==> src/fdmd_pkg.sv <==
// ----------------------------------------------------------------------------
// fdmd_pkg
// Shared constants, codes and types of the frame difference motion detector.
// ----------------------------------------------------------------------------
`default_nettype none

package fdmd_pkg;

  localparam int MAX_FRAME_PIXELS = 524288;
  localparam int ADDR_W = $clog2(MAX_FRAME_PIXELS);
  localparam int POS_W = ADDR_W + 1;
  localparam int CHAN_W = 8;
  localparam int PIX_W = 3 * CHAN_W;
  localparam int COUNT_W = 21;
  localparam int EVENT_W = 2;
  localparam int APB_ADDR_W = 3;
  localparam int APB_DATA_W = 32;

  localparam logic [CHAN_W-1:0] THRESHOLD_RESET = CHAN_W'(30);
  localparam logic [COUNT_W-1:0] LIMIT_RESET = COUNT_W'(3072);
  localparam logic [COUNT_W-1:0] COUNT_MAX = {COUNT_W{1'b1}};

  localparam logic [EVENT_W-1:0] EV_REF_STORED = 2'd0;
  localparam logic [EVENT_W-1:0] EV_REF_ALARM_OFF = 2'd1;
  localparam logic [EVENT_W-1:0] EV_NO_INTRUSION = 2'd2;
  localparam logic [EVENT_W-1:0] EV_INTRUSION = 2'd3;

  localparam logic REG_THRESHOLD = 1'b0;
  localparam logic REG_LIMIT = 1'b1;

  typedef struct packed {
    logic valid;
    logic last;
    logic compare;
    logic in_range;
  } stage_ctrl_t;

  typedef struct packed {
    logic [CHAN_W-1:0] threshold;
    logic [COUNT_W-1:0] limit;
  } cfg_t;

endpackage

`default_nettype wire

==> src/fdmd_cfg.sv <==
// ----------------------------------------------------------------------------
// fdmd_cfg
// APB register file holding the difference threshold and the count limit.
// ----------------------------------------------------------------------------
`default_nettype none

module fdmd_cfg (
  input  wire logic                              clk,
  input  wire logic                              rst,
  input  wire logic                              psel,
  input  wire logic                              penable,
  input  wire logic                              pwrite,
  input  wire logic [fdmd_pkg::APB_ADDR_W-1:0]   paddr,
  input  wire logic [fdmd_pkg::APB_DATA_W-1:0]   pwdata,
  output logic      [fdmd_pkg::APB_DATA_W-1:0]   prdata,
  output logic                                   pready,
  output fdmd_pkg::cfg_t                         cfg
);

  logic [fdmd_pkg::CHAN_W-1:0] threshold;
  logic [fdmd_pkg::COUNT_W-1:0] limit;
  logic wr;

  assign wr = psel && penable && pwrite;
  assign pready = 1'b1;

  always_ff @(posedge clk) begin
    if (rst) begin
      threshold <= fdmd_pkg::THRESHOLD_RESET;
      limit <= fdmd_pkg::LIMIT_RESET;
    end else if (wr) begin
      if (paddr[2] == fdmd_pkg::REG_THRESHOLD) begin
        threshold <= pwdata[fdmd_pkg::CHAN_W-1:0];
      end else begin
        limit <= pwdata[fdmd_pkg::COUNT_W-1:0];
      end
    end
  end

  always_comb begin
    if (paddr[2] == fdmd_pkg::REG_LIMIT) begin
      prdata = fdmd_pkg::APB_DATA_W'(limit);
    end else begin
      prdata = fdmd_pkg::APB_DATA_W'(threshold);
    end
  end

  assign cfg.threshold = threshold;
  assign cfg.limit = limit;

endmodule

`default_nettype wire

==> config.mk <==
export PLATFORM = sky130hd
export DESIGN_NAME = fdmd_cfg
export DESIGN_NICKNAME = d
export VERILOG_FILES = /design/src/fdmd_pkg.sv /design/src/fdmd_cfg.sv
export SDC_FILE = /design/constraint.sdc
export NUM_CORES = 1
export LEC_CHECK = 0
export BUFFER_PORTS_ARGS = -buffer_cell sky130_fd_sc_hd__buf_4
export CORE_AREA = 2 2 62 64
export DETAILED_ROUTE_END_ITERATION = 10
export DIE_AREA = 0 0 64 66
export PLACE_DENSITY = 0.83
export SETUP_SLACK_MARGIN = 0.3
export SYNTH_ARGS = -nofsm -noshare
export SYNTH_HDL_FRONTEND = slang
export SYNTH_SLANG_ARGS = --single-unit
==> constraint.sdc <==
create_clock -name clk -period 1.1 [get_ports clk]
set_input_delay 0.055 -clock clk [delete_from_list [all_inputs] [get_ports clk]]
set_output_delay 0.055 -clock clk [all_outputs]
set_load 0.05 [all_outputs]
=== Word-level counts from Yosys, hierarchy flattened ===
Cells that the tools add are included.
W data, S select, Z words.

* Flip-flop bits (word level): 29
* Latch bits: 0
* Memory bits (writable): 0
* Memory bits (read-only): 0
* Input bits: 40
* Output and inout bits: 62
* Memories: 0

* Add/subtract/negate cells: 0
* Multiply operators: 0
* Divide/modulo/power cells: 0
* Order comparisons: 0
* Equality and inequality tests: 0
* Shift operators: 0
* Mux-type cells: 1
* Bitwise operators: 1
* Reduce and logical (&&, ||, !) cells: 4

{| class="wikitable"
|+ Operators by type and width
! operator !! number
|-
| $mux W21 || 1
|-
| $reduce_and A2 Y1 || 2
|-
| $logic_and A1 B1 Y1 || 2
|-
| $not A1 Y1 || 1
|}

=== Logic depth before layout (Yosys ltp) ===
Gate-level depths: netlist (run 1).

* Word-level depth: 3
* Gate-level depth with buffers: 4
* Depth with buffers taken out: 2

=== Worst setup path before layout (run 1) ===
No wires, ideal clock.

* Path type: register to output
* Start point: reg limit[12] (netlist name)
* End point: out prdata[12] (netlist name)
* Arrival: 1,128 ps
* Required time: 1,045 ps
* Setup slack: -83 ps
* Stages on the path, launching flop included: 2
* Path buffers: 0
* Path through: dfxtp_1 -> and2_1

* Word-level cells in the longest chain between the ends: 1

{| class="wikitable"
|+ RTL lines
! item !! RTL line !! RTL
|-
| start: declaration || fdmd_cfg.sv:21 || <nowiki>logic [fdmd_pkg::COUNT_W-1:0] limit;</nowiki>
|-
| start signal: assignment || fdmd_cfg.sv:30 || <nowiki>limit <= fdmd_pkg::LIMIT_RESET;</nowiki>
|-
| start signal: assignment || fdmd_cfg.sv:35 || <nowiki>limit <= pwdata[fdmd_pkg::COUNT_W-1:0];</nowiki>
|-
| $mux W21 || fdmd_cfg.sv:41 || <nowiki>if (paddr[2] == fdmd_pkg::REG_LIMIT) begin</nowiki>
|-
| end: declaration || fdmd_cfg.sv:15 || <nowiki>output logic [fdmd_pkg::APB_DATA_W-1:0] prdata,</nowiki>
|}

No other way between the ends.

=== Final worst setup path (run 1) ===
* Start point: reg threshold[6] (netlist name)
* End point: out prdata[6] (netlist name)

* Word-level cells in the longest chain between the ends: 1

{| class="wikitable"
|+ RTL lines
! item !! RTL line !! RTL
|-
| start: declaration || fdmd_cfg.sv:20 || <nowiki>logic [fdmd_pkg::CHAN_W-1:0] threshold;</nowiki>
|-
| start signal: assignment || fdmd_cfg.sv:29 || <nowiki>threshold <= fdmd_pkg::THRESHOLD_RESET;</nowiki>
|-
| start signal: assignment || fdmd_cfg.sv:33 || <nowiki>threshold <= pwdata[fdmd_pkg::CHAN_W-1:0];</nowiki>
|-
| $mux W21 || fdmd_cfg.sv:41 ||
|}

No other way between the ends.

==> metrics.md, run 1 <==
| Metric | Value |
|---|---|
| Initial antenna violation count | 0 |
| Post-DR vias/cell | 4.76 |
| Netlist Area Pre-Place | 1560 um2 |
| CP max stage delay | 0.37 ns |
| Leading cell type in the layout, fill and taps excluded | buf_8 |
| Hold Crit Class | in -> reg |
| Clk buf depth | 2 |
| Required @ worst endpoint | 1.04 ns |
| Netlist cell types | 14 |
| Worst hold slack | 0.00203 ns |
| Clock buffer count from CTS | 5 |
| # port buffers | 76 |
| Max Slew Vio Count | 0 |
| Failing checks | setup timing |
| Design Area, Final | 3240 um2 |
| Crit path kind | reg -> out |
| Area of the core | 3550 um2 |
| Most frequent cells in the layout | buf_8, nand2b_1, buf_4 |
| First-pass GRT wire length | 7400 um |
| Vias in the first global route | 1,564 |
| Residual DRC | 0 |
| Largest fanout on the critical path | 2 |
| CP Buf/Inv Count | 1 |
| WP data arrival | 1.14 ns |
| Fill count | 128 |
| Clk_lat worst skew | 0.32 ns |
| Pwr Total | 2.67 mW |
| CTS tree | yes |
| PD cells | 826 nW/um2 |
| Setup crit start kind | flip-flop |
| Min-delay src | pwdata[19] |
| Area grow syn2layout | 107% |
| Reg2Reg Setup Slack | 0.15 ns |
| Peak supply drop | 791 uV |
| Gate Count Post-Synth | 162 |
| DRT Pass-1 Iters | 4 |
| FMAX | 840 MHz |
| Leading area contributor after synthesis | dfxtp_1 |
| R2R Path Start | threshold[6] |
| Endpoints failing hold | 0 |
| YS warnings | 0 |
| WL/cell | 18.3 um |
| H-tree depth | 2 |
| Reg2reg path depth | 5 |
| ANT nets after route | 0 |
| Total GRT Usage | 23.3% |
| Drt initial violations | 44 |
| Fin crit period | 1.19 ns |
| Clock transition at path regs | 0.10 ns |
| DP Cell Count | 275 |
| Element type at the critical path end | output port |
| Largest net degree at the start of global routing | 55 |
| Ports | 102 |
| DP Area | 2260 um2 |
| Die Wd | 64 um |
| RSZ-0062 raised after global routing | true |
| Initial Util | 43.9% |
| Layout cells sized above 1 | 61.2% |
| CP Launch Point | threshold[6] |
| Placer congestion estimate | 0.709 |
| Max cap viols | 0 |
| Antenna diodes | 0 |
| Post-Layout Cell Count | 329 |
| Synth top area share | 37.2% |
| Clock Skews | 0 ns |
| Final WL | 6020 um |
| Synth area leaders | dfxtp_1, mux2i_1, nand2b_1 |
| CTS Sinks | 29 |
| Core Rows | 22 |
| Critical path's top delay family | flip-flops |
| Synthesis-stage register bit count | 29 |
| Average size of a mapped cell | 9.63 um2 |
| Hold Crit Depth | 3 |
| Full die area | 4220 um2 |
| Root Driver | clkbuf_4 |
| Status | finished, violations left |
| Grt ovf | 0 |
| Via count | 1,567 |
| PnR worst setup slack | -0.0909 ns |
| Crit share post-route | 108% |
| Register area share after synthesis | 37.2% |
| Leakage power | 1.42 nW |
| CP cell instances | mux2_4 > buf_8 |
| Nets | 321 |
| Final core utilization | 91.2% |
| Final setup fails | 9 |
| Critical path depth | 2 |
| Slowest cell on crit path | dfxtp_4 |
| Die outline height | 66 um |
| DP HPWL | 2580 um |
==> kinds of logic (layout without fill, tap and decap cells) <==
group / count (synthesis) / in the layout / share of synthesized area [%]
buf+inv: 24 / 133 / 11.2
flops: 29 / 29 / 37.2
mux: 37 / 37 / 24.4
other cells: 2 / 12 / 0.481
simple gates: 70 / 70 / 26.7
==> synthesized netlist by cell type, drive strengths merged <==
cell    count
nand2b     42
dfxtp      29
mux2i      29
buf        18
and2       13
nor2       12
mux2        8
clkbuf      6
conb        2
and4        1
and4b       1
nand4b      1
==> routing by layer <==
metal / track usage [%] / vias to the layer above / share of wire, %
met5: 0 / - / 0
met4: 8.97 / 0 / 2.5
met3: 5.28 / 12 / 4.5
met2: 45.3 / 62 / 59
met1: 23.9 / 758 / 34
li1: - / 735 / -
==> where the power goes <==
| group | internal, mW | switching [mW] |
|---|---|---|
| sequential | 1.02 | 0.0238 |
| clock | 0.463 | 0.366 |
| combinational | 0.363 | 0.439 |
| total | 1.84 | 0.829 |
==> worst reg2reg max path, delay by kind of cell, from the launching register on <==
kind                   cells  cell delay (ns)
DFF                        1             0.37
muxes                      1             0.07
buffers and inverters      3             0.34
and+or+nand+nor            1             0.07
==> registers in the layout, indices dropped and copies added (netlist names) <==
register,cells
limit,21
threshold,8
==> worst paths after layout <==
path,to
min reg2reg,limit[2]
max,prdata[6]
max reg2reg,threshold[6]
min,limit[19]
==> area by class of cell <==
type / instances / area [um2] / area share [%]
Timing Repair Buffer: 126 / 1480 / 45.7
Multi-Input combinational cell: 119 / 935 / 28.9
Sequential cell: 29 / 689 / 21.3
Tap cell: 48 / 60.1 / 1.86
Clock inverter: 2 / 35.0 / 1.08
Clock buffer: 5 / 37.5 / 1.16
==> per-stage QoR <==
step	TNS [ns]	setup WS (ns)
2_1_floorplan	0	0.295
3_3_place_gp	0	0.144
3_5_place_dp	0	0.0927
4_1_cts	-0.502	-0.0649
5_1_grt	-0.939	-0.123
6_report	-0.516	-0.0909
==> what timing repair did <==
action / 4_1_cts / 5_1_grt
endpoints found under the hold margin: 16 / 0
pin swaps: 0 / 2
setup endpoints to repair: 50 / 53
resized for setup: 104 / 31
hold buffers: 15 / 0
buffers inserted: 11 / 21
(Power assumes the default switching activity.)
==> run 2, diff against run 1 <==
- ABC_AREA: unset -> 1
==> run 2 against run 1 <==
Net effect: the run now ends clean; non-clock buffer count fell by 22; combinational power rose by 21%; core utilization fell by 4.7 points; global-route usage rose by 1.4 points; worst hold slack improved by 0.041 ns; area after synthesis fell by 0.88%.
==> metrics.md, run 2 <==
| Metric | Value |
|---|---|
| Status | finished, final reports clean (was finished, violations left) |
| Synth area leaders | dfxtp_1, nand2_1, nor2_1 (was dfxtp_1, mux2i_1, nand2b_1) |
| WP data arrival | 1.01 ns (was 1.14 ns) |
| Full die area | 4220 um2 (unchanged) |
| Post-synthesis async set-or-reset flop share | 0% (unchanged) |
| Slowest cell on crit path | dfxtp_4 (unchanged) |
| Top FF cell, synth | dfxtp_1 (unchanged) |
| Peak supply drop | 641 uV (was 791 uV) |
| CP cell instances | nand2_4 > clkinvlp_4 > buf_8 (was mux2_4 > buf_8) |
| Die outline height | 66 um (unchanged) |
| Largest net degree at the start of global routing | 30 (was 55) |
| Pwr Total | 2.67 mW (about the same) |
| Max cap viols | 0 (unchanged) |
| Die Wd | 64 um (unchanged) |
| # port buffers | 76 (unchanged) |
| Register area share after synthesis | 37.5% (was 37.2%) |
| CTS tree | yes (unchanged) |
| Endpoints failing hold | 0 (unchanged) |
| Layout cells sized above 1 | 55.0% (was 61.2%) |
| Internal power | 1.66 mW (was 1.84 mW) |
| Setup crit start kind | flip-flop (unchanged) |
| Leakage power | 1.48 nW (was 1.42 nW) |
| Combinational Power Share | 36.2% (was 30.0%) |
| Largest fanout on the critical path | 3 (was 2) |
| Area of the core | 3550 um2 (unchanged) |
| Hold Crit Class | in -> reg (unchanged) |
| Required @ worst endpoint | 1.04 ns (about the same) |
| Busiest grt layer | met2 (unchanged) |
| Gate Count Post-Synth | 245 (was 162) |
| Post-DR vias/cell | 4.71 (was 4.76) |
| Sw Ratio | 37.8% (was 31.0%) |
| Crit share post-route | 96.7% (was 108%) |
| FMAX | 940 MHz (was 840 MHz) |
| Netlist cell types | 14 (unchanged) |
| Post-synth EDFFs | 0 (unchanged) |
| Clk buf depth | 2 (unchanged) |
| Total GRT Usage | 24.7% (was 23.3%) |
| Placer congestion estimate | 0.709 (about the same) |
| WL/cell | 14.6 um (was 18.3 um) |
| Element type at the critical path end | output port (unchanged) |
| GRT met3 Usage | 9.03% (was 5.28%) |
| Clk pwr share | 22.8% (was 31.0%) |
| Max FFs per register | 21 (unchanged) |
| Design Area, Final | 3070 um2 (was 3240 um2) |
| DRT Pass-1 Iters | 4 (unchanged) |
| GRT met2 Usage | 46.1% (was 45.3%) |
| Clock transition at path regs | 0.09 ns (was 0.10 ns) |
| Most frequent cells after synthesis | nand2_1, nor2_1, inv_1 (was nand2b_1, dfxtp_1, mux2i_1) |
| Synthesis-stage register bit count | 29 (unchanged) |
| DP Area | 2320 um2 (was 2260 um2) |
| Nets | 381 (was 321) |
| Via count | 1,837 (was 1,567) |
| Top Registers | limit x21, threshold x8 (unchanged) |
| Netlist Area Pre-Place | 1550 um2 (was 1560 um2) |
| Crit path kind | reg -> out (unchanged) |
| RSZ-0062 raised after global routing | true (unchanged) |
| CP max stage delay | 0.37 ns (about the same) |
| Vias in the first global route | 1,661 (was 1,564) |
| Grt ovf | 0 (unchanged) |
| Top reg by flops | limit (unchanged) |
| ANT nets after route | 0 (unchanged) |
| Residual DRC | 0 (unchanged) |
| PD cells | 870 nW/um2 (was 826 nW/um2) |
| Most frequent cells in the layout | nor2_1, buf_8, nand2_1 (was buf_8, nand2b_1, buf_4) |
| Ports | 102 (unchanged) |
| Area grow syn2layout | 98.5% (was 107%) |
| P_sw | 1.01 mW (was 0.829 mW) |
| Initial Util | 43.6% (was 43.9%) |
| Max Slew Vio Count | 0 (unchanged) |
| Synth top area share | 37.5% (was 37.2%) |
| Average size of a mapped cell | 6.31 um2 (was 9.63 um2) |
| Clock buffer count from CTS | 5 (unchanged) |
| DP HPWL | 2810 um (was 2580 um) |
| Final WL | 5700 um (was 6020 um) |
| Most numerous cell in the Yosys netlist | nand2_1 (was nand2b_1) |
| Antenna diodes | 0 (unchanged) |
| Leading area contributor after synthesis | dfxtp_1 (unchanged) |
| First-pass GRT wire length | 7840 um (was 7400 um) |
| Initial antenna violation count | 0 (unchanged) |
| Fin crit period | 1.06 ns (was 1.19 ns) |
| Final setup fails | 0 (was 9) |
| H-tree depth | 2 (unchanged) |
| Reg power frac | 41.0% (was 39.0%) |
| Drt initial violations | 106 (was 44) |
| Clk_lat worst skew | 0.32 ns (about the same) |
| Root Driver | clkbuf_4 (unchanged) |
| Fill count | 206 (was 128) |
| Leading cell type in the layout, fill and taps excluded | nor2_1 (was buf_8) |
| Core Rows | 22 (unchanged) |
| YS warnings | 0 (unchanged) |
| CTS Sinks | 29 (unchanged) |
| Met1 Track Usage GR | 25.0% (was 23.9%) |
| Clock Skews | 0 ns (unchanged) |
==> run 2: kinds of logic after synthesis <==
| kind of cell | after synthesis | synth area share, % |
|---|---|---|
| flip-flops | 29 | 37.5 |
| AND/OR/NAND/NOR | 154 | 41.6 |
| buffers and inverters | 60 | 20.4 |
| other | 2 | 0.486 |
==> run 2: path summary, 6_finish.rpt <==
path                                    to  cells after the start  slack (ns)       start
worst max-delay path            prdata[12]                      3        0.04   limit[12]
worst min-delay path             limit[20]                      5        0.04  pwdata[20]
worst max register to register   limit[16]                      4        0.31   limit[16]
worst min register to register    limit[0]                      2        0.51    limit[0]
==> run 2: through the flow <==
stage / setup slack, ns / util [%] / instances / setup TNS, ns / hold slack, ns
2_1_floorplan: 0.237 / - / 255 / 0 / 0.180
3_3_place_gp: 0.160 / 65.3 / 361 / 0 / 0.265
3_5_place_dp: 0.152 / 65.3 / 361 / 0 / 0.274
4_1_cts: 0.0492 / 80.7 / 377 / 0 / 0.0333
5_1_grt: -0.0138 / 86.4 / 390 / -0.0622 / 0.0337
6_report: 0.0363 / 86.4 / 390 / 0 / 0.0432
==> run 2: per-layer routing <==
metal	vias up	part of all wire [%]
met1	848	37
met5	-	0
met4	0	1.4
met3	8	7.5
met2	85	54
li1	896	-
==> run 2: final cells by class <==
class / instances / area [um2] / area share [%]
clock buffer: 6 / 41.3 / 1.35
tap: 48 / 60.1 / 1.96
sequential: 29 / 687 / 22.4
timing repair buffer: 104 / 1210 / 39.3
inverter: 35 / 183 / 5.95
clock inverter: 2 / 10.0 / 0.326
multi-input combinational: 166 / 881 / 28.7
==> run 2: repair_timing <==
action / 4_1_cts / 5_1_grt
pin swaps: 8 / 4
gates cloned: 0 / 0
setup endpoints to repair: 50 / 50
resized for setup: 116 / 29
endpoints found under the hold margin: 6 / 0
hold buffers: 6 / 0
buffers inserted: 2 / 13
==> run 2: critical path: cells and delay by family, from the launching register on <==
kind / cells / cell delay [ns]
buffers and inverters: 2 / 0.24
DFF: 1 / 0.37
and+or+nand+nor: 1 / 0.07
==> run 2: power groups by stage <==
stage | Clock [mW] | Sequential (mW) | Combinational, mW
global route | 0.683 | 1.10 | 1.02
floorplan | 0 | 1.23 | 0.440
detailed placement | 0 | 1.10 | 0.753
CTS | 0.623 | 1.09 | 0.887
finish | 0.608 | 1.09 | 0.968
global placement | 0 | 1.10 | 0.743
==> run 3, diff against run 2 <==
- CORE_AREA: 2 2 62 64 -> 2 2 64 66
- DIE_AREA: 0 0 64 66 -> 0 0 66 68
- PLACE_DENSITY: 0.83 -> 0.78
- SLEW_MARGIN: unset -> 20
- clock period: 1.1 -> 1.13 ns (I/O delays scaled with it)
==> run 3 against run 2 <==
Net effect: clock power rose by 44%; critical path type unchanged; combinational power fell by 4.3%; worst setup slack improved by 0.081 ns; via count fell by 2.5%; clock-buffer cell count rose by 2; global-route usage fell by 4.3 points; highest routed layer unchanged; largest power group unchanged; sequential share of layout area fell by 0.61 points; worst hold slack improved by 0.039 ns; total power rose by 7.7%; first-iteration DRC count fell by 23%.
==> metrics.md, run 3 (synthesis results as in run 2) <==
| Metric | Value |
|---|---|
| CTS tree | yes (unchanged) |
| DP Area | 2320 um2 (about the same) |
| # port buffers | 76 (unchanged) |
| Clock transition at path regs | 0.06 ns (was 0.09 ns) |
| Status | finished, final reports clean (unchanged) |
| Fin crit period | 1.01 ns |
| Most frequent cells in the layout | nor2_1, buf_8, nand2_1 (unchanged) |
| Clk_lat worst skew | 0.28 ns (was 0.32 ns) |
| Endpoints failing hold | 0 (unchanged) |
| WP data arrival | 0.96 ns (was 1.01 ns) |
| Max Slew Vio Count | 0 (unchanged) |
| CTS Sinks | 29 (unchanged) |
| First-pass GRT wire length | 6890 um (was 7840 um) |
| Core Rows | 23 (was 22) |
| Post-DR vias/cell | 4.58 (was 4.71) |
| Final setup fails | 0 (unchanged) |
| Via count | 1,791 (was 1,837) |
| Worst reg2reg endpoint | limit[15] (was limit[16]) |
| DP HPWL | 2880 um (was 2810 um) |
| Setup crit start kind | flip-flop (unchanged) |
| Setup TNS | 0 ns (unchanged) |
| Fill count | 252 (was 206) |
| FMAX | 987 MHz |
| R2R Path Start | limit[15] (was limit[16]) |
| Hold Crit Depth | 5 (unchanged) |
| Hold Crit Class | in -> reg (unchanged) |
| Clock Skews | 0 ns (unchanged) |
| Max FFs per register | 21 (unchanged) |
| PD cells | 925 nW/um2 (was 870 nW/um2) |
| Initial antenna violation count | 0 (unchanged) |
| Reg2reg path depth | 3 (was 4) |
| Crit share post-route | 89.6% |
| WL/cell | 12.3 um (was 14.6 um) |
| Reg2Reg Setup Slack | 0.41 ns (was 0.31 ns) |
| FF/Latch Area | 677 um2 (was 687 um2) |
| Top reg by flops | limit (unchanged) |
| Worst hold slack | 0.0825 ns (was 0.0432 ns) |
| Drt initial violations | 82 (was 106) |
| Die outline height | 68 um (was 66 um) |
| Die Wd | 66 um (was 64 um) |
| Largest fanout on the critical path | 3 (unchanged) |
| Leading cell type in the layout, fill and taps excluded | nor2_1 (unchanged) |
| Total GRT Usage | 20.4% (was 24.7%) |
| Top Registers | limit x21, threshold x8 (unchanged) |
| Post-Layout Cell Count | 391 (was 390) |
| Min-delay src | pwdata[19] (was pwdata[20]) |
| DP Cell Count | 364 (was 361) |
| Crit path kind | reg -> out (unchanged) |
| Root Driver | clkbuf_8 (was clkbuf_4) |
| Hold EP | limit[19] (was limit[20]) |
| Layout cells sized above 1 | 54.5% (was 55.0%) |
| Grt ovf | 0 (unchanged) |
| Area grow syn2layout | 101% (was 98.5%) |
| RSZ-0062 raised after global routing | true (unchanged) |
| Footprint of the multi-input gates | 881 um2 (unchanged) |
| Residual DRC | 0 (unchanged) |
| Design Area, Final | 3110 um2 (was 3070 um2) |
| Full die area | 4490 um2 (was 4220 um2) |
| Clk buf depth | 2 (unchanged) |
| Nets | 380 (was 381) |
| Vias in the first global route | 1,546 (was 1,661) |
| Placer congestion estimate | 0.695 (was 0.709) |
| Element type at the critical path end | output port (unchanged) |
| Final WL | 4790 um (was 5700 um) |
| Required @ worst endpoint | 1.07 ns (was 1.04 ns) |
| Antenna diodes | 0 (unchanged) |
| ANT nets after route | 0 (unchanged) |
| Largest net degree at the start of global routing | 30 (unchanged) |
| Leakage power | 1.50 nW (was 1.48 nW) |
| Max cap viols | 0 (unchanged) |
| Initial Util | 40.1% (was 43.6%) |
| Ports | 102 (unchanged) |
| Area of the core | 3860 um2 (was 3550 um2) |
| Clock buffer count from CTS | 5 (unchanged) |
| DRT Pass-1 Iters | 4 (unchanged) |
| H-tree depth | 2 (unchanged) |
| Peak supply drop | 661 uV (was 641 uV) |
run 3: changes by cell type in the layout (fill, tap and decap cells not counted), moves of 2 or more:
cell | before | now
buf_4 | 36 | 34
clkbuf_4 | 5 | 0
clkbuf_8 | 0 | 6
clkinv_2 | 2 | 0
dfxtp_2 | 1 | 5
dfxtp_4 | 28 | 24
run 3: metrics by stage:
stage	power, mW	util [%]	setup WS [ns]
after global placement	1.81	60.3	0.140
after global routing	3.02	80.6	0.0853
final	2.88	80.6	0.117
after CTS	2.82	72.7	0.131
after floorplan	1.63	-	0.265
after detailed placement	1.82	60.3	0.127
run 3: how the worst max path moves through the flow:
stage | from | to | slack [ns] | cells after the start
detailed placement | paddr[2] | limit[15] | 0.13 | 6
global placement | paddr[2] | limit[13] | 0.14 | 6
finish | limit[13] | prdata[13] | 0.12 | 3
CTS | limit[19] | prdata[19] | 0.13 | 3
global route | limit[13] | prdata[13] | 0.09 | 3
floorplan | limit[0] | prdata[0] | 0.27 | 2
run 3: worst max-delay path: stages, from the launching register on:
cell and delay (ns):
dfxtp_4 0.36, nand2_2 0.08, clkinvlp_4 0.09, buf_8 0.15
run 3: routing by layer:
metal	vias up	global-route usage (%)	share of wire, %
met3	7	6.91	7.0
li1	890	-	-
met1	825	23.0	39
met5	-	0	0
met2	69	36.2	53
met4	0	6.89	1.1
run 3: final cells by class:
class,count,area share (%)
timing repair buffer,103,39.1
multi-input combinational,166,28.3
sequential,29,21.8
inverter,35,5.88
clock buffer,8,2.90
tap,50,2.01
run 3: timing repair:
action | CTS | global route
resized for setup | 92 | 57
pin swaps | 2 | 3
setup buffers | 1 | 12
hold buffers | 6 | 0
setup endpoints to repair | 50 | 50
hold endpoints to repair | 6 | 0
run 3: power by group:
part / internal [mW] / total [mW] / switching (mW)
registers: 1.03 / 1.07 / 0.0483
logic: 0.364 / 0.926 / 0.562
clock network: 0.495 / 0.875 / 0.380
total: 1.88 / 2.88 / 0.991
