**config.mk**
```make
export PLATFORM = sky130hd
export DESIGN_NAME = fdmd_compare
export DESIGN_NICKNAME = d
export VERILOG_FILES = /design/src/fdmd_pkg.sv /design/src/fdmd_compare.sv
export SDC_FILE = /design/constraint.sdc
export NUM_CORES = 1
export LEC_CHECK = 0
export BUFFER_PORTS_ARGS = -buffer_cell sky130_fd_sc_hd__buf_4
export CAP_MARGIN = 30
export CORE_AREA = 5 5 116 118
export CTS_BUF_LIST = sky130_fd_sc_hd__clkbuf_16
export DETAILED_ROUTE_END_ITERATION = 10
export DIE_AREA = 0 0 121 123
export GPL_ROUTABILITY_DRIVEN = 0
export PLACE_DENSITY = 0.67
export SETUP_SLACK_MARGIN = 0.4
export SLEW_MARGIN = 20
export SYNTH_ARGS = -nofsm -noshare
export SYNTH_HDL_FRONTEND = slang
export SYNTH_SLANG_ARGS = --single-unit
```
**constraint.sdc**
```tcl
create_clock -name clk -period 14.12 [get_ports clk]
set_input_delay 0.706 -clock clk [delete_from_list [all_inputs] [get_ports clk]]
set_output_delay 0.706 -clock clk [all_outputs]
set_load 0.005 [all_outputs]
```
**src/fdmd_pkg.sv**
```systemverilog
// ----------------------------------------------------------------------------
// fdmd_pkg
// Shared constants, codes and types of the frame difference motion detector.
// ----------------------------------------------------------------------------
`default_nettype none

package fdmd_pkg;

  localparam int MAX_FRAME_PIXELS = 524288;
  localparam int ADDR_W = $clog2(MAX_FRAME_PIXELS);
  localparam int POS_W = ADDR_W + 1;
  localparam int CHAN_W = 8;
  localparam int PIX_W = 3 * CHAN_W;
  localparam int COUNT_W = 21;
  localparam int EVENT_W = 2;
  localparam int APB_ADDR_W = 3;
  localparam int APB_DATA_W = 32;

  localparam logic [CHAN_W-1:0] THRESHOLD_RESET = CHAN_W'(30);
  localparam logic [COUNT_W-1:0] LIMIT_RESET = COUNT_W'(3072);
  localparam logic [COUNT_W-1:0] COUNT_MAX = {COUNT_W{1'b1}};

  localparam logic [EVENT_W-1:0] EV_REF_STORED = 2'd0;
  localparam logic [EVENT_W-1:0] EV_REF_ALARM_OFF = 2'd1;
  localparam logic [EVENT_W-1:0] EV_NO_INTRUSION = 2'd2;
  localparam logic [EVENT_W-1:0] EV_INTRUSION = 2'd3;

  localparam logic REG_THRESHOLD = 1'b0;
  localparam logic REG_LIMIT = 1'b1;

  typedef struct packed {
    logic valid;
    logic last;
    logic compare;
    logic in_range;
  } stage_ctrl_t;

  typedef struct packed {
    logic [CHAN_W-1:0] threshold;
    logic [COUNT_W-1:0] limit;
  } cfg_t;

endpackage

`default_nettype wire

```
**src/fdmd_compare.sv**
```systemverilog
// ----------------------------------------------------------------------------
// fdmd_compare
// Compares a pixel with its stored reference, keeps the running count and
// the alarm latch, and forms the frame event.
// ----------------------------------------------------------------------------
`default_nettype none

module fdmd_compare (
  input  wire logic                           clk,
  input  wire logic                           rst,
  input  wire logic                           advance,
  input  wire logic                           res_ready,
  input  fdmd_pkg::stage_ctrl_t               ctrl,
  input  wire logic [fdmd_pkg::PIX_W-1:0]     pixel,
  input  wire logic [fdmd_pkg::PIX_W-1:0]     stored,
  input  fdmd_pkg::cfg_t                      cfg,
  output logic                                res_valid,
  output logic [fdmd_pkg::EVENT_W-1:0]        res_event,
  output logic [fdmd_pkg::COUNT_W-1:0]        res_count
);

  logic [fdmd_pkg::COUNT_W-1:0] running_count;
  logic [fdmd_pkg::COUNT_W-1:0] count_next;
  logic [fdmd_pkg::COUNT_W:0] count_sum;
  logic alarm_latched;
  logic [2:0] changed;
  logic [1:0] changed_n;
  logic [fdmd_pkg::CHAN_W-1:0] a;
  logic [fdmd_pkg::CHAN_W-1:0] b;
  logic [fdmd_pkg::CHAN_W-1:0] d;
  logic intrusion;

  always_comb begin
    changed = '0;
    for (int i = 0; i < 3; i++) begin
      a = pixel[i*fdmd_pkg::CHAN_W +: fdmd_pkg::CHAN_W];
      b = stored[i*fdmd_pkg::CHAN_W +: fdmd_pkg::CHAN_W];
      d = (a >= b) ? (a - b) : (b - a);
      changed[i] = (d >= cfg.threshold);
    end
    changed_n = 2'(changed[0]) + 2'(changed[1]) + 2'(changed[2]);
    count_sum = (fdmd_pkg::COUNT_W + 1)'(running_count)
              + (fdmd_pkg::COUNT_W + 1)'(changed_n);
    if (ctrl.compare && ctrl.in_range) begin
      count_next = count_sum[fdmd_pkg::COUNT_W] ? fdmd_pkg::COUNT_MAX
                                                : count_sum[fdmd_pkg::COUNT_W-1:0];
    end else begin
      count_next = running_count;
    end
    intrusion = (count_next > cfg.limit);
  end

  always_ff @(posedge clk) begin
    if (rst) begin
      running_count <= '0;
      alarm_latched <= 1'b0;
      res_valid <= 1'b0;
    end else begin
      if (advance && ctrl.valid && ctrl.last) begin
        res_valid <= 1'b1;
      end else if (res_ready) begin
        res_valid <= 1'b0;
      end
      if (advance && ctrl.valid) begin
        if (ctrl.last) begin
          running_count <= '0;
          if (ctrl.compare) begin
            alarm_latched <= alarm_latched || intrusion;
          end else begin
            alarm_latched <= 1'b0;
          end
        end else begin
          running_count <= count_next;
        end
      end
    end
  end

  always_ff @(posedge clk) begin
    if (advance && ctrl.valid && ctrl.last) begin
      if (ctrl.compare) begin
        res_event <= intrusion ? fdmd_pkg::EV_INTRUSION : fdmd_pkg::EV_NO_INTRUSION;
        res_count <= count_next;
      end else begin
        res_event <= alarm_latched ? fdmd_pkg::EV_REF_ALARM_OFF
                                   : fdmd_pkg::EV_REF_STORED;
        res_count <= '0;
      end
    end
  end

endmodule

`default_nettype wire

```
# [Yosys cells after proc, flatten, opt, wreduce, memory -nomap -nowiden]
# Cells that the tools add are included.
[word_totals] reg_bits=46 out_inout_bits=24 inputBits=85 wordCells=39
[classes] mux=12 n_addsub=9 n_reduce_logical=6 order_cmp=7
[op_table] op="two-way mux 21 bit" count=3
[op_table] op=">= comparator 8 bit" count=6
[op_table] op="subtractor 8 bit" count=6
[op_table] op="two-way mux 8 bit" count=3
[op_table] op="adder 21 x 2 -> 22 bit" count=1
[op_table] op="> comparator 21 bit" count=1
[op_table] op="two-way mux 1 bit" count=5
[op_table] op="logical AND 1 bit" count=3
[op_table] op="adder 1 x 1 -> 2 bit" count=1
[op_table] op="adder 2 x 1 -> 2 bit" count=1
[op_table] op="two-way mux 2 bit" count=1
[op_table] op="AND reduction 2 bit" count=1
[op_table] op="nonzero test 2 bit" count=1
[op_table] op="logical OR 1 bit" count=1

# [Logic depth before layout (Yosys ltp)]
# Gate-level depths: netlist of the first run.
[logic_depth] ltp_word=11 depth_mapped=32 ltp_nobuf=31

# [Least setup slack after synthesis of the first run]
# OpenSTA, ideal clock, no wires.
[synth_timing] path_kind="input to register" start="input pixel[0] (netlist bit)" end="register res_event[0] (netlist bit), data pin" required_time_ps=13860 setup_ps=260 n_path_buf=1 cell_stages=31 arrival_time_ps=6680 path_slack_ps=7180 cell_sequence="inv_1 > ha_1 > inv_1 > fa_1 > a31oi_1 > a31oi_1 > a211oi_4 > mux2_2 > ha_1 > a21oi_1 > nor2b_1 > o21ai_0 > a21oi_1 > o41ai_1 > fa_1 > inv_1 > ha_1 > fa_1 > and4_1 > and4_1 > buf_2 > nand2_1 > nor2_1 > mux2_2 > ha_1 > and3_1 > nand4_1 > nor2_1 > a211oi_1 > a21oi_1 > mux2_2"
[synth_between] elab_chain_len=11
[synth_lines] item="start, declared" line_no="fdmd_compare.sv:14" rtl="input wire logic [fdmd_pkg::PIX_W-1:0] pixel,"
[synth_lines] item="subtractor 8 bit or >= comparator 8 bit (tied branches)" line_no="fdmd_compare.sv:38" rtl="d = (a >= b) ? (a - b) : (b - a);"
[synth_lines] item="two-way mux 8 bit *" line_no="fdmd_compare.sv:38"
[synth_lines] item=">= comparator 8 bit *" line_no="fdmd_compare.sv:39" rtl="changed[i] = (d >= cfg.threshold);"
[synth_lines] item="adder 1 x 1 -> 2 bit *" line_no="fdmd_compare.sv:41" rtl="changed_n = 2'(changed[0]) + 2'(changed[1]) + 2'(changed[2]);"
[synth_lines] item="adder 2 x 1 -> 2 bit *" line_no="fdmd_compare.sv:41"
[synth_lines] item="adder 21 x 2 -> 22 bit *" line_no="fdmd_compare.sv:43" rtl="+ (fdmd_pkg::COUNT_W + 1)'(changed_n);"
[synth_lines] item="two-way mux 21 bit *" line_no="fdmd_compare.sv:45" rtl="count_next = count_sum[fdmd_pkg::COUNT_W] ? fdmd_pkg::COUNT_MAX"
[synth_lines] item="two-way mux 21 bit *" line_no="fdmd_compare.sv:44" rtl="if (ctrl.compare && ctrl.in_range) begin"
[synth_lines] item="named net count_next, one bit" line_no="fdmd_compare.sv:23" rtl="logic [fdmd_pkg::COUNT_W-1:0] count_next;"
[synth_lines] item="> comparator 21 bit *" line_no="fdmd_compare.sv:50" rtl="intrusion = (count_next > cfg.limit);"
[synth_lines] item="two-way mux 1 bit *" line_no="fdmd_compare.sv:82" rtl="res_event <= intrusion ? fdmd_pkg::EV_INTRUSION : fdmd_pkg::EV_NO_INTRUSION;"
[synth_lines] item="two-way mux 2 bit *" line_no="fdmd_compare.sv:81" rtl="if (ctrl.compare) begin"
[synth_lines] item="end signal, assigned" line_no="fdmd_compare.sv:82"
[synth_lines] item="end signal, assigned" line_no="fdmd_compare.sv:85" rtl="res_event <= alarm_latched ? fdmd_pkg::EV_REF_ALARM_OFF"
[synth_lines] item="end, declared" line_no="fdmd_compare.sv:18" rtl="output logic [fdmd_pkg::EVENT_W-1:0] res_event,"
# Mark *: on every way through the listed nets, which the timed path passes. The rest lies on a longest branch.
# A chain may end at the register's enable or synchronous reset.

# [Worst setup path in the final report of the first run]
# Same ends and word-level chain as after synthesis.

==> results of run 1 <==
cells by family after synthesis:
logic type,Yosys count,share of synthesized area (%)
simple gates,172,16.2
compound gates,161,19.3
buf+inv,121,9.22
fa+ha+maj,100,24.2
flops,46,21.3
xor+xnor,30,4.85
mux,26,4.94
cell type report:
cell class	count	area, um^2
clock buffer	5	125
clock inverter	3	12.5
fill	1141	5930
inverter	93	349
multi-input combinational	489	3770
sequential	46	1150
tap	172	215
timing repair buffer	108	811
worst max-delay path: cells and delay by family:
family	cells	cell delay, ns
multiplexers	3	1.03
AND/OR/NAND/NOR	7	1.46
adder cells (fa/ha/maj)	7	1.97
buffers and inverters	4	0.29
AO/OA/AOI/OAI	10	2.10
cell usage after synthesis, drive strengths merged (3+ instances only):
| library cell | count |
|---|---|
| and4 | 10 |
| o211ai | 3 |
| o21a | 7 |
| ha | 92 |
| a31oi | 11 |
| mux2i | 20 |
| o41a | 5 |
| xnor2 | 19 |
| and3 | 7 |
| nand4 | 9 |
| buf | 14 |
| nor2 | 53 |
| a21o | 12 |
| inv | 93 |
| mux2 | 6 |
| dfxtp | 23 |
| a22oi | 3 |
| nor2b | 3 |
| o21ai | 22 |
| nand2 | 35 |
| nand2b | 6 |
| xor2 | 11 |
| a21oi | 72 |
| and2 | 14 |
| nand3 | 12 |
| fa | 8 |
| o22ai | 3 |
| edfxtp | 23 |
| clkbuf | 14 |
| a211oi | 6 |
| nor3 | 18 |
| o41ai | 4 |
| a311oi | 6 |
placed cells by master (no fill, tap or decap), drive strengths merged, types with 10 or more instances in the layout:
cell,n
a21o,12
a21oi,72
a31oi,11
and2,14
and4,10
buf,108
dfxtp,23
edfxtp,23
ha,92
inv,94
mux2i,20
nand2,35
nand3,12
nor2,53
nor3,18
o21ai,22
xnor2,19
xor2,11
where the power goes:
part	switching (W)	leakage, nW	internal (W)	total (W)
Combinational	0.0000925	2.72	0.0000845	0.000177
Clock	0.0000471	0.0686	0.0000639	0.000111
Sequential	0.000000911	0.374	0.000143	0.000143
through the flow:
| step | setup slack (ns) | std cells | area (um^2) | util [%] |
|---|---|---|---|---|
| detailed placement | 6.35 | 908 | 6290 | 50.9 |
| CTS | 6.63 | 916 | 6430 | 52.0 |
| finish | 6.60 | 916 | 6430 | 52.0 |
| global route | 6.14 | 916 | 6430 | 52.0 |
| floorplan | 7.18 | 656 | 5420 | - |
| global placement | 6.55 | 908 | 6290 | 50.9 |
metal layers:
layer / routed length [um] / vias up
met2: 6110 / 138
met4: 129 / 0
met1: 5690 / 2204
li1: - / 2479
met5: 0 / -
met3: 740 / 11
registers in the layout, indices dropped and copies added, names as in the netlist:
signal / count
res_event: 2
res_count: 21
alarm_latched: 1
res_valid: 1
running_count: 21
worst max-delay path by stage:
stage,endpoint,start,depth (start not counted)
3_5_place_dp,res_event[0]$_DFFE_PP_,pixel[0],31
4_1_cts,res_event[0]$_DFFE_PP_,pixel[0],31
2_1_floorplan,res_event[0]$_DFFE_PP_,pixel[0],31
6_report,res_event[0]$_DFFE_PP_,pixel[0],31
3_3_place_gp,res_event[0]$_DFFE_PP_,pixel[0],31
5_1_grt,res_event[0]$_DFFE_PP_,pixel[0],31
==> impl_metrics.ini, run 1 <==
[outcome]
status = finished clean

[worst_hold_path]
hold_start = res_valid$_SDFFE_PP0P_
hold_depth = 2
hold_class = reg2reg
hold_end = res_valid$_SDFFE_PP0P_

[synthesis]
synth_top_cell_by_area = ha_1
synth_cell_types = 52
synth-async-reset-ratio_pct = 0
ys_seq_area_share_pct = 21.3
yosys_warnings = 0
syn-num-nets = 841
ys_ff_latch = 46
synth_ff_type = edfxtp_1
synth_edf_count = 23
avgSynthCellArea_um2 = 8.26
synth_top_cell_area_share_pct = 21.3
synth_area_um2 = 5420
syn_inst = 656
ys_top_cells_by_area = ha_1 (21%), edfxtp_1 (13%), dfxtp_1 (8.5%)

[drt]
first_iter_violations = 272
drc = 0
finalWirelength_um = 12700
wire_per_inst_um = 13.8
first_pass_iters = 5
postRouteAntennaNets = 0
routed_via_density = 5.28
vias = 4832

[worst_setup_path]
max_stage_delay_ns = 0.48
start_kind = input pin
r2r_cells = 17
cp_max_fo = 8
slowest_stage = fa_1
cp.required_ns = 14.15
worstPathArrival_ns = 7.55
cp-end-kind = flop
crit_top_cell = ha_1
r2r_start = running_count[0]$_SDFFE_PP0P_
crit_type = in2reg
ff2ff_setup_slack_ns = 9.61
r2r_end = res_event[0]$_DFFE_PP_

[sta]
tns_ns = 0
finalCritPeriodShare_pct = 53.3
fin_crit_ns = 7.52
fmax_mhz = 133
fin_skew_ns = 0.00404
rsz0062_at_grt = false
maxSlewViolCount = 0
timing.hold.ws_ns = 0.484
tightest_slew_ns = 0.883
finalHoldViolCount = 0
finalSetupViolations = 0
maxSlewHeadroom_pct = 41.1

[global_routing]
busiest_layer = met2
grt.overflow.total = 0
grt_use_met3_pct = 2.38
track_usage_pct = 16.7
grt.met1_usage_pct = 21.6
grt_antenna_before_repair = 0
grt_pass1_vias = 4729
met2_usage_pct = 29.8
grt_pass1_wl_um = 21000
grt_max_degree = 45

[floorplanning]
row_count = 41
die_y_um = 123
dieWidth_um = 121
die_area_um2 = 14900
initial_utilization_pct = 43.8
ios = 109
core_region_area_um2 = 12400

[cts]
cts.sinks = 46
clk_pin_slew_worst_paths_ns = 0.06
cts_hold_buf = 0
cts_tree = done
root_buffer = clkbuf_16
cts_buffers = 5
cts_resized = 0
cts_max_path_buffers = 2
htree_levels = 2
clock_latency_ns = 0.28
cts_setup_buffers = 0

[power]
total_power_w = 0.000431
irDropWorstVdd_mv = 0.0530
power.density_nw_per_um2 = 67.1
p_leak_nw = 3.16

[placement]
place_hpwl_um = 10600
portBuffers = 108

[final_layout]
fin_nets = 928
drive_gt1_share_pct = 17.5
diodes = 0
area_growth_pct = 18.7

[job]
maxCapViolations = 0
Power figures use the tool's default switching activity.
==> run 2, diff against run 1 <==
--- a/config.mk
+++ b/config.mk
@@ -12,7 +12,7 @@
 export DETAILED_ROUTE_END_ITERATION = 10
 export DIE_AREA = 0 0 121 123
 export GPL_ROUTABILITY_DRIVEN = 0
-export PLACE_DENSITY = 0.67
+export PLACE_DENSITY = 0.69
 export SETUP_SLACK_MARGIN = 0.4
 export SLEW_MARGIN = 20
 export SYNTH_ARGS = -nofsm -noshare
==> constraint.sdc (replaced) <==
create_clock -name clk -period 6.75 [get_ports clk]
set_input_delay 0.3375 -clock clk [delete_from_list [all_inputs] [get_ports clk]]
set_output_delay 0.3375 -clock clk [all_outputs]
set_load 0.005 [all_outputs]
==> run 2 against run 1 <==
Die area is the same. Non-clock buffer count grew 37. Count of clock-buffer cells in the layout is the same. Critical path depth grew 1.
==> impl_metrics.ini, run 2 (synthesized netlist as in run 1, its figures left out) <==
[floorplanning]
die_area_um2 = 14900
ios = 109
row_count = 41
die_y_um = 123
dieWidth_um = 121
initial_utilization_pct = 43.8
core_region_area_um2 = 12400

[drt]
wire_per_inst_um = 15.6
first_pass_iters = 5
finalWirelength_um = 14800
drc = 0
vias = 5179
postRouteAntennaNets = 0
routed_via_density = 5.43
first_iter_violations = 375

[power]
combPwrFrac_pct = 45.9
clkPwrFrac_pct = 23.9
p_switching_w = 0.000342
total_power_w = 0.000998
p_leak_nw = 3.41
irDropWorstVdd_mv = 0.107
power.share.switching_pct = 34.3
power.density_nw_per_um2 = 139
p_seq_share_pct = 30.1
intPower_w = 0.000656

[cts]
clk_pin_slew_worst_paths_ns = 0.07
root_buffer = clkbuf_16
htree_levels = 2
cts_hold_buf = 0
clock_latency_ns = 0.29
cts_buffers = 5
cts.sinks = 46
cts_max_path_buffers = 2
cts_tree = done

[global_routing]
grt_max_degree = 25
track_usage_pct = 19.3
grt_antenna_before_repair = 0
grt.overflow.total = 0
grt_pass1_wl_um = 23700
grt_pass1_vias = 5223

[final_layout]
final_util_pct = 58.1
fin_nets = 965
drive_gt1_share_pct = 28.6
area_growth_pct = 32.5
final_common_cell = buf_4
final_cell_mix = buf_4 (138), inv_1 (89), ha_1 (84)
reg_top3 = res_count (21), running_count (21), res_event (2)
diodes = 0
final_cells = 953

[sta]
finalCritPeriodShare_pct = 95.1
finalHoldViolCount = 0
tightest_slew_ns = 0.953
timing.hold.ws_ns = 0.297
maxSlewHeadroom_pct = 36.4
finalSetupViolations = 0
fin_crit_ns = 6.42
fin_skew_ns = 0.0104
maxSlewViolCount = 0
rsz0062_at_grt = true
fmax_mhz = 156

[worst_setup_path]
slowest_stage = fa_1
cp.required_ns = 6.79
crit_type = in2reg
ff2ff_setup_slack_ns = 2.78
r2r_cells = 17
worstPathArrival_ns = 6.45
cp_max_fo = 5
cp-end-kind = flop
start_kind = input pin
max_stage_delay_ns = 0.49

[placement]
placedCellCount = 933
place_hpwl_um = 11900
portBuffers = 108

[worst_hold_path]
hold_class = in2reg
hold_depth = 2

[job]
maxCapViolations = 0

[outcome]
status = finished clean
run 2: stage by stage:
stage	cell area, um^2	setup slack (ns)	setup TNS [ns]
6_report	7180	0.334	0
5_1_grt	7180	0.0492	0
4_1_cts	6830	0.435	0
3_5_place_dp	6620	-0.236	-0.422
3_3_place_gp	6620	-0.0538	-0.0538
2_1_floorplan	5550	0.402	0
run 2: power groups by stage:
| stage | registers (W) | logic (W) | clock network, W |
|---|---|---|---|
| after floorplan | 0.000307 | 0.000273 | 0 |
| after global placement | 0.000307 | 0.000382 | 0 |
| after detailed placement | 0.000307 | 0.000400 | 0 |
| after CTS | 0.000301 | 0.000410 | 0.000244 |
| after global routing | 0.000301 | 0.000513 | 0.000256 |
| final | 0.000301 | 0.000458 | 0.000239 |
run 2: worst paths after layout:
check | from | endpoint
max | pixel[16] | res_event[0]$_DFFE_PP_
max reg2reg | running_count[0]$_SDFFE_PP0P_ | res_event[0]$_DFFE_PP_
min reg2reg | res_valid$_SDFFE_PP0P_ | res_valid$_SDFFE_PP0P_
min | rst | res_valid$_SDFFE_PP0P_
run 2: timing repair:
item,4_1_cts,5_1_grt
gates cloned,0,1
gates resized for setup,10,51
buffers inserted,2,9
pin swaps,5,40
endpoints found under the setup margin,2,2
run 2: final cells by class:
class / instances / area (um^2)
Clock buffer: 5 / 125
Clock inverter: 3 / 16.3
Fill cell: 1082 / 5190
Inverter: 93 / 359
Multi-Input combinational cell: 489 / 4170
Sequential cell: 46 / 1150
Tap cell: 172 / 215
Timing Repair Buffer: 145 / 1140
run 2: critical path, delay by kind of cell:
| kind | cells | cell delay [ns] |
|---|---|---|
| multiplexers | 2 | 0.56 |
| AND/OR/NAND/NOR | 6 | 0.85 |
| adder cells (fa/ha/maj) | 7 | 1.90 |
| AO/OA/AOI/OAI | 10 | 2.01 |
| XOR/XNOR | 1 | 0.24 |
| buffers and inverters | 6 | 0.54 |
run 2: layer usage:
layer / wire length (um) / global-route usage [%] / vias up / part of all wire (%)
met2: 7310 / 33.8 / 169 / 49
met3: 748 / 2.74 / 29 / 5.0
met1: 6410 / 24.6 / 2423 / 43
met4: 363 / 6.23 / 0 / 2.4
li1: - / - / 2558 / -
met5: 0 / 0 / - / 0
==> run 3, diff against run 2 <==
--- a/config.mk
+++ b/config.mk
@@ -7,12 +7,12 @@
 export LEC_CHECK = 0
 export BUFFER_PORTS_ARGS = -buffer_cell sky130_fd_sc_hd__buf_4
 export CAP_MARGIN = 30
-export CORE_AREA = 5 5 116 118
+export CORE_AREA = 5 5 133 104
 export CTS_BUF_LIST = sky130_fd_sc_hd__clkbuf_16
 export DETAILED_ROUTE_END_ITERATION = 10
-export DIE_AREA = 0 0 121 123
+export DIE_AREA = 0 0 138 109
 export GPL_ROUTABILITY_DRIVEN = 0
-export PLACE_DENSITY = 0.69
+export PLACE_DENSITY = 0.71
 export SETUP_SLACK_MARGIN = 0.4
 export SLEW_MARGIN = 20
 export SYNTH_ARGS = -nofsm -noshare
==> run 3 against run 2 <==
Critical endpoint unchanged. Worst hold slack better by 0.010 ns. Cell count is 1.0% lower. Power is 2.8% lower. Critical path type unchanged. Sequential power hardly changed. Flip-flop and latch count stayed put. Combinational power is 5.7% lower. Setup slack better by 0.097 ns. Core utilization is 2.9 points lower. Maximum frequency is 1.5% higher. Clock skew is 0.0037 ns lower. Clock power hardly changed. Non-clock buffer count is 9 lower.
==> impl_metrics.ini, run 3 (synthesized netlist as in run 1, its figures left out) <==
[global_routing]
grt_pass1_wl_um = 23000
grt_max_degree = 25
track_usage_pct = 18.0
grt_antenna_before_repair = 0
grt.overflow.total = 0
grt_pass1_vias = 4878

[worst_setup_path]
crit_type = in2reg
max_stage_delay_ns = 0.48
cp.required_ns = 6.79
startpoint = pixel[0]
cp-end-kind = flop
r2r_start = running_count[0]$_SDFFE_PP0P_
cp_max_fo = 6
slowest_stage = fa_1
crit_top_cell = ha_4
start_kind = input pin
worstPathArrival_ns = 6.36

[drt]
postRouteAntennaNets = 0
wire_per_inst_um = 15.4
drc = 0
vias = 5150
routed_via_density = 5.46
first_iter_violations = 287
finalWirelength_um = 14600
first_pass_iters = 5

[floorplanning]
core_region_area_um2 = 12500
initial_utilization_pct = 43.3
die_area_um2 = 15000
ios = 109
row_count = 36
dieWidth_um = 138
die_y_um = 109

[cts]
cts_buffers = 5
clock_latency_ns = 0.29
cts_tree = done
clk_pin_slew_worst_paths_ns = 0.06
root_buffer = clkbuf_16
cts_max_path_buffers = 2
htree_levels = 2
cts.sinks = 46

[power]
p_leak_nw = 3.35
intPower_w = 0.000642
p_switching_w = 0.000328
power.share.switching_pct = 33.8
p_seq_share_pct = 31.0
power.density_nw_per_um2 = 140
clkPwrFrac_pct = 24.5
combPwrFrac_pct = 44.5
irDropWorstVdd_mv = 0.0831

[sta]
finalSetupViolations = 0
timing.hold.ws_ns = 0.307
finalCritPeriodShare_pct = 93.6
tightest_slew_ns = 0.726
finalHoldViolCount = 0
fin_crit_ns = 6.32
maxSlewViolCount = 0
fin_skew_ns = 0.00675
fmax_mhz = 158
rsz0062_at_grt = true
maxSlewHeadroom_pct = 51.5
tns_ns = 0

[worst_hold_path]
hold_class = in2reg
hold_start = rst

[placement]
portBuffers = 108
placedCellCount = 924
place_hpwl_um = 11700

[final_layout]
final_cells = 943
fillers = 1150
final_cell_mix = buf_4 (129), inv_1 (90), ha_1 (88)
reg_top3 = res_count (21), running_count (21), res_event (2)
diodes = 0
area_growth_pct = 27.6
fin_nets = 956
drive_gt1_share_pct = 24.7
final_common_cell = buf_4

[job]
maxCapViolations = 0

[outcome]
status = finished clean
run 3: path summary, 6_finish.rpt:
check / slack [ns] / end / depth (start not counted)
min reg2reg: 0.49 / res_valid$_SDFFE_PP0P_ / 2
max reg2reg: 2.61 / res_event[0]$_DFFE_PP_ / 18
min: 0.31 / res_valid$_SDFFE_PP0P_ / 2
max: 0.43 / res_event[0]$_DFFE_PP_ / 31
run 3: metal layers:
metal / vias to the layer above / wire [um] / global-route usage, % / part of all wire [%]
li1: 2542 / - / - / -
met1: 2359 / 6760 / 24.7 / 46
met2: 229 / 6510 / 29.1 / 45
met3: 20 / 1080 / 4.25 / 7.4
met4: 0 / 204 / 3.81 / 1.4
met5: - / 0 / 0 / 0
run 3: area by class of cell:
type	instances	area, um^2	share of cell area (%)
timing repair buffer	136	1060	15.3
sequential	46	1150	16.7
tap	171	214	3.10
clock inverter	3	16.3	0.235
clock buffer	5	125	1.81
inverter	93	354	5.12
multi-input combinational	489	3990	57.7
run 3: repair_timing:
item,4_1_cts,5_1_grt
pin swaps,3,27
setup endpoints to repair,2,2
gates resized for setup,5,22
hold buffers,0,0
setup buffers,3,7
run 3: worst max-delay path: cells and delay by family:
kind	cells	cell delay, ns
fa+ha+maj	7	1.79
simple gates	8	1.52
compound gates	8	1.42
mux	3	0.89
buf+inv	5	0.43
run 3: power by group through the flow:
stage	logic, W	clock network, W	registers, W
3_5_place_dp	0.000394	0	0.000307
2_1_floorplan	0.000273	0	0.000307
5_1_grt	0.000483	0.000253	0.000301
4_1_cts	0.000399	0.000243	0.000301
6_report	0.000432	0.000238	0.000300
3_3_place_gp	0.000374	0	0.000306
run 3: metrics by stage:
stage	worst slack (ns)	utilization (%)	instance area, um^2	total power [W]
CTS	0.421	53.9	6750	0.000942
finish	0.430	55.2	6910	0.000970
floorplan	0.402	-	5550	0.000580
global route	0.136	55.2	6910	0.00104
detailed placement	-0.164	52.4	6560	0.000700
global placement	0.0399	52.4	6560	0.000680
